===== src/tdcf_pkg.sv =====
// ----------------------------------------------------------------------------
// tdcf_pkg
// Types and constants shared by the timed duplicate command filter.
// ----------------------------------------------------------------------------
package tdcf_pkg;

   localparam int unsigned TABLE_DEPTH_DEF = 16;
   localparam logic [15:0] WINDOW_RESET    = 16'd1000;

   localparam logic [1:0] ACT_EXPIRE = 2'd0;
   localparam logic [1:0] ACT_CHECK  = 2'd1;
   localparam logic [1:0] ACT_RECORD = 2'd2;

   localparam logic [1:0] KIND_SELF   = 2'd0;
   localparam logic [1:0] KIND_TARGET = 2'd1;
   localparam logic [1:0] KIND_POS    = 2'd2;

   typedef struct packed {
      logic [1:0]  action;
      logic [1:0]  kind;
      logic [7:0]  skill_slot;
      logic [15:0] server_target;
      logic [31:0] pos_x;
      logic [31:0] pos_y;
      logic [31:0] pos_z;
      logic [31:0] now_ms;
   } req_type;

   typedef struct packed {
      logic       allowed;
      logic       stored;
      logic       table_full;
      logic [4:0] entries_in_use;
   } rsp_type;

   typedef struct packed {
      logic [1:0]  kind;
      logic [7:0]  slot;
      logic [15:0] target;
      logic [31:0] x;
      logic [31:0] y;
      logic [31:0] z;
      logic [31:0] stamp;
   } entry_type;

   typedef struct packed {
      logic match;
      logic aged;
   } cmp_res_type;

   typedef enum logic [1:0] {
      ST_IDLE,
      ST_SCAN,
      ST_RECORD,
      ST_RESP
   } state_type;

endpackage


===== src/tdcf_cmp_unit.sv =====
// ----------------------------------------------------------------------------
// tdcf_cmp_unit
// Shared compare unit: request/entry match and age-versus-window test.
// ----------------------------------------------------------------------------
module tdcf_cmp_unit (
   input  tdcf_pkg::req_type     req,
   input  tdcf_pkg::entry_type   entry,
   input  logic [15:0]           window,
   output tdcf_pkg::cmp_res_type res
);
   import tdcf_pkg::*;

   logic [31:0] age;
   logic        key_eq;

   assign age    = req.now_ms - entry.stamp;
   assign key_eq = (entry.kind == req.kind) && (entry.slot == req.skill_slot);

   always_comb begin
      res.aged = age > {16'd0, window};
      case (req.kind)
         KIND_SELF:   res.match = key_eq;
         KIND_TARGET: res.match = key_eq && (entry.target == req.server_target);
         KIND_POS:    res.match = key_eq && (entry.x == req.pos_x) &&
                                  (entry.y == req.pos_y) && (entry.z == req.pos_z);
         default:     res.match = 1'b0;
      endcase
   end

endmodule


===== src/tdcf_entry_mem.sv =====
// ----------------------------------------------------------------------------
// tdcf_entry_mem
// Entry store: one write port, one registered read port.
// ----------------------------------------------------------------------------
module tdcf_entry_mem #(
   parameter int unsigned DEPTH  = tdcf_pkg::TABLE_DEPTH_DEF,
   parameter int unsigned ADDR_W = $clog2(DEPTH)
) (
   input  logic                clock,
   input  logic                wr_en,
   input  logic [ADDR_W-1:0]   wr_addr,
   input  tdcf_pkg::entry_type wr_data,
   input  logic                rd_en,
   input  logic [ADDR_W-1:0]   rd_addr,
   output tdcf_pkg::entry_type rd_data
);
   import tdcf_pkg::*;

   entry_type mem [DEPTH];
   entry_type rd_data_ff;

   always_ff @(posedge clock) begin
      if (wr_en) begin
         mem[wr_addr] <= wr_data;
      end
   end

   always_ff @(posedge clock) begin
      if (rd_en) begin
         rd_data_ff <= mem[rd_addr];
      end
   end

   assign rd_data = rd_data_ff;

endmodule


===== src/timed_duplicate_command_filter.sv =====
// ----------------------------------------------------------------------------
// timed_duplicate_command_filter
// Table of recent requests with expire, duplicate check and record actions.
//
// Usage: present a transaction on req_data and raise start while busy is low.
// busy rises on the next cycle and stays high until the result is given.
// The result appears on rsp_data for exactly one cycle with rsp_valid high;
// the receiver must take it then, there is no back-pressure.
// Steps from start to rsp_valid, D = TABLE_DEPTH:
//   expire        scans all D entries, one entry read and aged per cycle
//   check         scans up to all D entries, stopping at the first match
//   record        walks from entry 0 to the lowest free entry, writes it if any
//   unknown code  goes straight to the result
// A new transaction is taken only once the last result is given; the single
// read port of the entry store and the shared compare unit set this limit.
// csr_we writes the expiry window in ms; write only while busy is low.
// Reset clears all valid bits and the count and sets the window to 1000 ms; the
// entry store itself is not cleared, so no clearing pass is needed.
// ----------------------------------------------------------------------------
module timed_duplicate_command_filter #(
   parameter int unsigned TABLE_DEPTH = tdcf_pkg::TABLE_DEPTH_DEF
) (
   input  logic              clock,
   input  logic              reset,
   input  logic              start,
   output logic              busy,
   input  tdcf_pkg::req_type req_data,
   input  logic              csr_we,
   input  logic [15:0]       csr_wdata,
   output logic              rsp_valid,
   output tdcf_pkg::rsp_type rsp_data
);
   import tdcf_pkg::*;

   localparam int unsigned IDX_W = $clog2(TABLE_DEPTH);
   localparam int unsigned CNT_W = $clog2(TABLE_DEPTH + 1);
   localparam logic [IDX_W-1:0] LAST_IDX = IDX_W'(TABLE_DEPTH - 1);
   localparam logic [CNT_W-1:0] FULL_CNT = CNT_W'(TABLE_DEPTH);

   state_type        state_ff, state_in;
   req_type          req_ff, req_in;
   logic [15:0]      window_ff;
   logic [IDX_W-1:0] idx_ff, idx_in;
   logic             issue_on_ff, issue_on_in;
   logic             pend_ff, pend_in;
   logic [IDX_W-1:0] pend_idx_ff, pend_idx_in;
   logic             allowed_ff, allowed_in;
   logic             stored_ff, stored_in;
   logic [TABLE_DEPTH-1:0] valid_ff;
   logic [CNT_W-1:0] cnt_ff;

   logic             valid_clr, valid_set;
   logic [IDX_W-1:0] valid_idx;
   logic             rd_en;
   entry_type        rd_entry, wr_entry;
   cmp_res_type      cmp_res;
   logic [CNT_W+4:0] cnt_ext;
   logic             accept;

   assign accept = start && !busy;
   assign busy   = state_ff != ST_IDLE;

   assign wr_entry.kind   = req_ff.kind;
   assign wr_entry.slot   = req_ff.skill_slot;
   assign wr_entry.target = req_ff.server_target;
   assign wr_entry.x      = req_ff.pos_x;
   assign wr_entry.y      = req_ff.pos_y;
   assign wr_entry.z      = req_ff.pos_z;
   assign wr_entry.stamp  = req_ff.now_ms;

   tdcf_entry_mem #(
      .DEPTH  (TABLE_DEPTH),
      .ADDR_W (IDX_W)
   ) u_mem (
      .clock   (clock),
      .wr_en   (valid_set),
      .wr_addr (idx_ff),
      .wr_data (wr_entry),
      .rd_en   (rd_en),
      .rd_addr (idx_ff),
      .rd_data (rd_entry)
   );

   tdcf_cmp_unit u_cmp (
      .req    (req_ff),
      .entry  (rd_entry),
      .window (window_ff),
      .res    (cmp_res)
   );

   always_ff @(posedge clock) begin
      if (reset) begin
         state_ff    <= ST_IDLE;
         window_ff   <= WINDOW_RESET;
         valid_ff    <= '0;
         cnt_ff      <= '0;
         issue_on_ff <= 1'b0;
         pend_ff     <= 1'b0;
      end else begin
         state_ff    <= state_in;
         issue_on_ff <= issue_on_in;
         pend_ff     <= pend_in;
         if (csr_we) begin
            window_ff <= csr_wdata;
         end
         if (valid_clr) begin
            valid_ff[valid_idx] <= 1'b0;
            cnt_ff              <= cnt_ff - CNT_W'(1);
         end else if (valid_set) begin
            valid_ff[valid_idx] <= 1'b1;
            cnt_ff              <= cnt_ff + CNT_W'(1);
         end
      end
   end

   always_ff @(posedge clock) begin
      req_ff      <= req_in;
      idx_ff      <= idx_in;
      pend_idx_ff <= pend_idx_in;
      allowed_ff  <= allowed_in;
      stored_ff   <= stored_in;
   end

   always_comb begin
      state_in    = state_ff;
      req_in      = req_ff;
      idx_in      = idx_ff;
      issue_on_in = issue_on_ff;
      pend_in     = 1'b0;
      pend_idx_in = pend_idx_ff;
      allowed_in  = allowed_ff;
      stored_in   = stored_ff;
      valid_clr   = 1'b0;
      valid_set   = 1'b0;
      valid_idx   = pend_idx_ff;
      rd_en       = 1'b0;
      case (state_ff)
         ST_IDLE: begin
            if (accept) begin
               req_in      = req_data;
               idx_in      = '0;
               issue_on_in = 1'b1;
               allowed_in  = 1'b0;
               stored_in   = 1'b0;
               case (req_data.action)
                  ACT_EXPIRE: state_in = ST_SCAN;
                  ACT_CHECK: begin
                     allowed_in = 1'b1;
                     if (req_data.kind inside {KIND_SELF, KIND_TARGET, KIND_POS}) begin
                        state_in = ST_SCAN;
                     end else begin
                        state_in = ST_RESP;
                     end
                  end
                  ACT_RECORD: begin
                     if (req_data.kind inside {KIND_SELF, KIND_TARGET, KIND_POS}) begin
                        state_in = ST_RECORD;
                     end else begin
                        state_in = ST_RESP;
                     end
                  end
                  default: state_in = ST_RESP;
               endcase
            end
         end
         ST_SCAN: begin
            rd_en       = issue_on_ff;
            pend_in     = issue_on_ff;
            pend_idx_in = idx_ff;
            if (issue_on_ff) begin
               idx_in = idx_ff + IDX_W'(1);
               if (idx_ff == LAST_IDX) begin
                  issue_on_in = 1'b0;
               end
            end
            if (pend_ff) begin
               if (req_ff.action == ACT_EXPIRE) begin
                  valid_clr = valid_ff[pend_idx_ff] && cmp_res.aged;
               end else if (valid_ff[pend_idx_ff] && cmp_res.match) begin
                  allowed_in = 1'b0;
                  state_in   = ST_RESP;
               end
               if (pend_idx_ff == LAST_IDX) begin
                  state_in = ST_RESP;
               end
            end
         end
         ST_RECORD: begin
            valid_idx = idx_ff;
            if (!valid_ff[idx_ff]) begin
               valid_set = 1'b1;
               stored_in = 1'b1;
               state_in  = ST_RESP;
            end else if (idx_ff == LAST_IDX) begin
               state_in = ST_RESP;
            end else begin
               idx_in = idx_ff + IDX_W'(1);
            end
         end
         ST_RESP: begin
            state_in    = ST_IDLE;
            issue_on_in = 1'b0;
         end
         default: state_in = ST_IDLE;
      endcase
   end

   assign cnt_ext                 = {5'd0, cnt_ff};
   assign rsp_valid               = state_ff == ST_RESP;
   assign rsp_data.allowed        = allowed_ff;
   assign rsp_data.stored         = stored_ff;
   assign rsp_data.table_full     = cnt_ff == FULL_CNT;
   assign rsp_data.entries_in_use = cnt_ext[4:0];

   a_one_strobe: assert property (@(posedge clock) disable iff (reset)
      rsp_valid |=> !rsp_valid)
      else $error("result strobe longer than one cycle");

   a_busy_after_start: assert property (@(posedge clock) disable iff (reset)
      accept |=> busy)
      else $error("transaction accepted but block not busy");

   a_count_bound: assert property (@(posedge clock) disable iff (reset)
      cnt_ff <= FULL_CNT)
      else $error("entry count above table depth");

   a_count_tracks_valid: assert property (@(posedge clock) disable iff (reset)
      $countones(valid_ff) == int'(cnt_ff))
      else $error("entry count out of step with valid bits");

   a_record_free_slot: assert property (@(posedge clock) disable iff (reset)
      valid_set |-> !valid_ff[idx_ff])
      else $error("record overwrote a valid entry");

endmodule

===== config.mk =====
export PLATFORM = sky130hd
export DESIGN_NAME = timed_duplicate_command_filter
export DESIGN_NICKNAME = d
export VERILOG_FILES = /design/src/tdcf_pkg.sv /design/src/tdcf_cmp_unit.sv /design/src/tdcf_entry_mem.sv /design/src/timed_duplicate_command_filter.sv
export SDC_FILE = /design/constraint.sdc
export NUM_CORES = 2
export LEC_CHECK = 0
export ABC_AREA = 1
export ABC_CLOCK_PERIOD_IN_PS = 12120
export BUFFER_PORTS_ARGS = -buffer_cell sky130_fd_sc_hd__buf_2
export CORE_UTILIZATION = 45
export CTS_CLUSTER_DIAMETER = 120
export DETAILED_ROUTE_END_ITERATION = 7
export PLACE_DENSITY = 0.66
export SYNTH_ARGS = -nofsm -noshare
export SYNTH_HDL_FRONTEND = slang
export SYNTH_SLANG_ARGS = --single-unit

===== constraint.sdc =====
create_clock -name clock -period 12.12 [get_ports clock]
set_clock_uncertainty 0.2 [all_clocks]
set_input_delay 2.424 -clock clock [delete_from_list [all_inputs] [get_ports clock]]
set_output_delay 2.424 -clock clock [all_outputs]
set_load 0.02 [all_outputs]

# After elaboration in Yosys (flattened, before gate mapping)
# Memories as Yosys holds them, arrays and structs flattened. A register that Yosys moved wholly into a read port is not among the register bits.
# Index checks and enable logic that the tools add are counted.
dict set report totals {
  reg_bits 207
  output_inout_bits 10
  ramBits 2464
  wordCells 137
  memories 1
  input_bits 176
}
# memory words word_bits rd rd_clocked_by_memory_dff wr line_no
set memory_table {}
lappend memory_table {u_mem.mem 16 154 1 1 1 tdcf_entry_mem.sv:19} ;# entry_type mem [DEPTH];
dict set report classes {
  n_reduce_logical 28
  bitwise_logic 3
  magnitude_cmp 5
  n_eq_ne 29
  muxes 49
  add_sub_neg 4
}
# cell n
set op_table {}
lappend op_table {{$eq 32x32->1} 3}
lappend op_table {{$gt 32x16->1} 1}
lappend op_table {{$mux 16} 2}
lappend op_table {{$sub 32x32->32} 1}
lappend op_table {{$mux 1} 22}
lappend op_table {{$mux 4} 5}
lappend op_table {{$and 16x16->16} 1}
lappend op_table {{$eq 16x16->1} 1}
lappend op_table {{$mux 2} 8}
lappend op_table {{$ne 2x2->1 const B} 8}
lappend op_table {{$not 16->16} 1}
lappend op_table {{$or 16x16->16} 1}
lappend op_table {{$lt 4x5->1 const B} 3}
lappend op_table {{$reduce_and 5->1} 3}
lappend op_table {{$pmux 4 s3} 1}
lappend op_table {{$eq 2x2->1 const B} 5}
lappend op_table {{$logic_not 2->1} 5}
lappend op_table {{$mux 5} 2}
lappend op_table {{$logic_and 1x1->1} 9}
lappend op_table {{$ne 3x3->1 const B} 3}
lappend op_table {{$reduce_bool 3->1} 3}
lappend op_table {{$bmux 1 s4} 2}
lappend op_table {{$eq 2x1->1 const B} 4}
lappend op_table {{$eq 4x4->1 const B} 2}
lappend op_table {{16 further kinds} 22}

# Depth between registers and ports, before layout
dict set report logic_depth {
  word_depth 12
  depth_mapped 36
  mapped_depth_nobuf 35
}

# Cells and area by module
# Synthesis repeated with hierarchy kept, for this count alone.
dict set report hier_totals {
  hier_cells 10981
  hier_area_um2 120091.4
}
# module cells_per_inst seq_area_each_um2 area_each_um2 n_inst
set modules_own_cells {}
lappend modules_own_cells {tdcf_entry_mem 9386 78615.4 107530.6 1}
lappend modules_own_cells {timed_duplicate_command_filter 583 5805.6 7618.6 1}
lappend modules_own_cells {tdcf_cmp_unit 1012 0.0 4942.2 1}

# Least setup slack after synthesis
# Ideal clock, no wire load.
dict set report synth_path {
  kind {register to register}
  start {register idx_ff[0]}
  end {memory u_mem.mem[7][0] in the netlist's numbering, enable pin}
  setup_time_ps 857
  t_arrival_ps 12048
  path_buffers 3
  required_time_ps 11063
  stages_incl_launch_ff 9
  period_less_slack_ps 13105
  setup_slack_ps -985
  cell_sequence {edfxtp_1 buf_2 buf_4 o21ai_0 a21oi_1 nor4_1 nand2_1 buf_2 nor3_1}
}
dict set report synth_via {
  elab_chain_cells 6
}
# item line_no
set synth_rtl {}
lappend synth_rtl {{from (decl)} timed_duplicate_command_filter.sv:43} ;# logic [IDX_W-1:0] idx_ff, idx_in;
lappend synth_rtl {{from (signal assigned)} timed_duplicate_command_filter.sv:118} ;# idx_ff <= idx_in;
lappend synth_rtl {{$bmux 1 s4} timed_duplicate_command_filter.sv:190} ;# if (!valid_ff[idx_ff]) begin
lappend synth_rtl {{$mux 1 (not written as such)} timed_duplicate_command_filter.sv:190}
lappend synth_rtl {{$mux 1} timed_duplicate_command_filter.sv:190}
lappend synth_rtl {{$mux 1} timed_duplicate_command_filter.sv:137} ;# case (state_ff)
lappend synth_rtl {{$mux 1} tdcf_entry_mem.sv:23} ;# if (wr_en) begin
lappend synth_rtl {{$mux 1 (not written as such)} tdcf_entry_mem.sv:24} ;# mem[wr_addr] <= wr_data;
lappend synth_rtl {{to (decl)} tdcf_entry_mem.sv:19}
# Parallel ways exist; a longest one is shown, timed or not. The select of a mux whose other input is x is not followed.

# Worst setup path in the final report
dict set report layout_path {
  start {register idx_ff[0]}
  end {memory u_mem.mem[6][149] in the netlist's numbering, enable pin}
}
# The elaborated chain is that of the path after synthesis.

==> impl_results.md <==
* Outcome: completed
* Register-to-Register Path Depth at 11
* # IOs at 186
* Share of flip-flops with an asynchronous set or reset at 0
* Share of cells above drive strength 1 at 0.0892
* HP Start: window_ff[14]
* RSZ-0062 raised after global routing: false
* Final worst path period share at 0.518
* # DRC at 0
* VDD IR max at 223 µV
* Max clock buf depth at 4
* Reg-to-reg slack, setup at 5.85 ns
* Cell family with most CP delay: buffers and inverters
* Clk_lat worst skew at 0.96 ns
* Pint at 19.2 mW
* Post-Synthesis Cells at 8525
* Cell area power density at 235 nW/µm²
* P_leak at 41.4 nW
* Initial Utilization at 0.454
* Clk network pwr share at 0.300
* Setup crit start kind: flip-flop
* EDFF count, synth at 2784
* Post-DP Area at 115000 µm²
* PnR Total Power at 29.2 mW
* CTS buffer count at 306
* Post-CTS setup repair buffer count at 0
* Post-cts resize count at 0
* CP max FO at 166
* Fin crit period at 6.27 ns
* Mapped Area at 111000 µm²
* Maxcap violations at 0
* Area Growth Syn to Fin at 12.2%
* Vias in the first global route at 68206
* Hold depth at 2
* Global route overflow at 0
* Crit Path Category: reg2reg
* Port Buffers at 185
* Worst path slowest cell: nor2_4
* Mean post-synth cell area at 13.0 µm²
* Sequential-to-total area share from yosys stat at 0.762
* Post-cts hold buffer count at 0
* Row cnt at 181
* Final setup vio count at 0
* Final WS setup at 5.85 ns
* Largest area contributor in the netlist: edfxtp_1
* Die Area at 248000 µm²
* Fin. max-slew vios at 0
* Top_reg_cell synth: edfxtp_1
* First-pass GRT wire length at 435 mm
* DP Worst Slack at 5.89 ns
* FMAX at 159 MHz
* DP Cell Count at 11531
* Buffers & Inverters on Critical Path at 5
* Largest net degree at the start of global routing at 227
* Via count at 70285
* Worst rel slew slack at 0.239
* Initial DRT Pass Iterations at 6
* Core outline area at 244000 µm²
* Die width at 498 µm
* Final non-filler cell total at 12058
* Clock Pin Slew Worst Setup and Hold Paths at 0.06 ns
* CTS tree: done
* Min-Delay Path Class: reg2reg
* Distinct cell type count after synthesis at 42
* Worst EP arrival at 6.58 ns
* Most frequent cells in the layout: edfxtp_1, nor2_1, o21ai_0, nand2_1, o22ai_1
* Die Ht at 498 µm
* Detailed Route Iter0 Violations at 8705
* CP required at 12.43 ns
* CP dominant cell by count: buf_4
* Critical Path, Cell by Cell: buf_4 > inv_8 > o21ai_0 > a21oi_1 > nor4_1 > nand2_1 > inv_1 > nand2_1 > nor2_4 > buf_4 > buf_4
* Antenna Nets Post-Route at 0
* Syn_nets at 8762
* Switching part of the total at 0.343
* Area contributors post-synth: edfxtp_1, o21ai_0, nor2_1, o22ai_1, nand2_1
* H-tree depth at 5
* GPL Wtd Cong at 0.844
* Nets at 8874
* Clock sink count at 2825
* Worst R2R End: u_mem.mem[6][149]
* Worst-Margin Slew at 1.14 ns
* CP peak stage delay at 0.80 ns
* Post-layout instance area at 124000 µm²
* Initial antenna violation count at 14
* Most common cell after layout, fill and taps aside: edfxtp_1
* Hold EP: window_ff[14]
* Combinational Power Share at 0.271
* Vias per inst at 5.83
* P_sw at 10.0 mW
* Hold Fails Final Rpt at 0
* Seq cells post-synth at 2825
* Global Route Usage Sum at 0.232
* Root Driver: clkbuf_16
* Final wirelength at 295 mm
* Top-area cell type share of the netlist area at 0.754
* Worst Setup End Kind: flip-flop
* Worst r2r src: idx_ff[0]
* WL/cell at 24.4 µm
* Post-DP HPWL at 152 mm
* Flop pwr share at 0.429
* Yosys warning count at 0
-- power groups by stage --
stage                     clock network, mW  registers (mW)  logic [mW]
after floorplan                           0            12.6        5.27
after CTS                              8.88            12.5        7.92
final                                  8.76            12.5        7.93
after detailed placement                  0            12.7        7.88
after global routing                   9.25            12.6        8.73
after global placement                    0            12.7        7.74
-- per-layer routing --
metal  global-route usage  wire (µm)  vias to the layer above
met2                0.380     141000                     3235
met4               0.0843      10400                        4
met1                0.317     121000                    35191
li1                     -          -                    31334
met3               0.0330      22900                      521
met5                    0         26                        -
-- cell families (layout without fill, tap and decap cells) --
| logic type | after synthesis | count (layout) | share of synthesized area |
|---|---|---|---|
| AO/OA/AOI/OAI | 2007 | 2007 | 0.0982 |
| XOR/XNOR | 65 | 65 | 0.00514 |
| buffers and inverters | 820 | 1147 | 0.0281 |
| adder cells (fa/ha/maj) | 61 | 61 | 0.00702 |
| AND/OR/NAND/NOR | 2747 | 2747 | 0.100 |
| flip-flops | 2825 | 2825 | 0.762 |
| other | 0 | 4 | 0 |
-- cell usage after synthesis, types with 18 or more instances --
cell      count
nand2_1    1029
dfxtp_1      41
nor3_1       26
nand4_1     187
nor2_1     1379
inv_1       316
clkbuf_1    441
buf_1        34
xor2_1       47
edfxtp_1   2784
or2_2        38
o22ai_1     627
xnor2_1      18
ha_1         59
nand3_1      51
o21ai_0    1288
a21oi_1      75
-- sequential cells by signal, summed over array words and instances (netlist names), named ones only --
register and cells:
allowed_ff 1, cnt_ff 5, idx_ff 4, issue_on_ff 1
pend_ff 1, pend_idx_ff 4, req_ff 156, state_ff 2
stored_ff 1, u_mem.mem 2464, u_mem.rd_data 154, window_ff 16
-- metrics by stage --
step	utilization	setup TNS (ns)	hold slack (ns)
after floorplan	-	-455.28	0.239
after global placement	0.472	0	0.267
after detailed placement	0.472	0	0.270
after CTS	0.510	0	0.279
after global routing	0.510	0	0.295
final	0.510	0	0.272
-- how the worst max path moves through the flow --
stage | depth (start not counted) | slack [ns] | from | to
6_report | 11 | 5.85 | idx_ff[0] | u_mem.mem[6][149]
5_1_grt | 11 | 5.53 | idx_ff[0] | u_mem.mem[6][149]
4_1_cts | 12 | 5.82 | idx_ff[0] | u_mem.mem[6][149]
3_5_place_dp | 12 | 5.89 | idx_ff[0] | u_mem.mem[6][149]
3_3_place_gp | 12 | 5.99 | idx_ff[0] | u_mem.mem[6][148]
2_1_floorplan | 8 | -0.99 | idx_ff[0] | u_mem.mem[7][0]
-- final cells by class --
class	instances	area [µm²]
repair buffers	297	1980
inverters	327	1270
fillers	20235	120000
well taps	3202	4010
clock inverters	143	1190
flip-flops and latches	2825	84400
multi-input cells	4880	23500
clock buffers	380	8080
diodes	4	10.0
-- worst min-delay path, cell delays in order, from the launching register on --
cell	delay, ns
dfxtp_1	0.30
inv_1	0.06
a21oi_1	0.06
No activity file was read; power rests on OpenSTA's default activity.
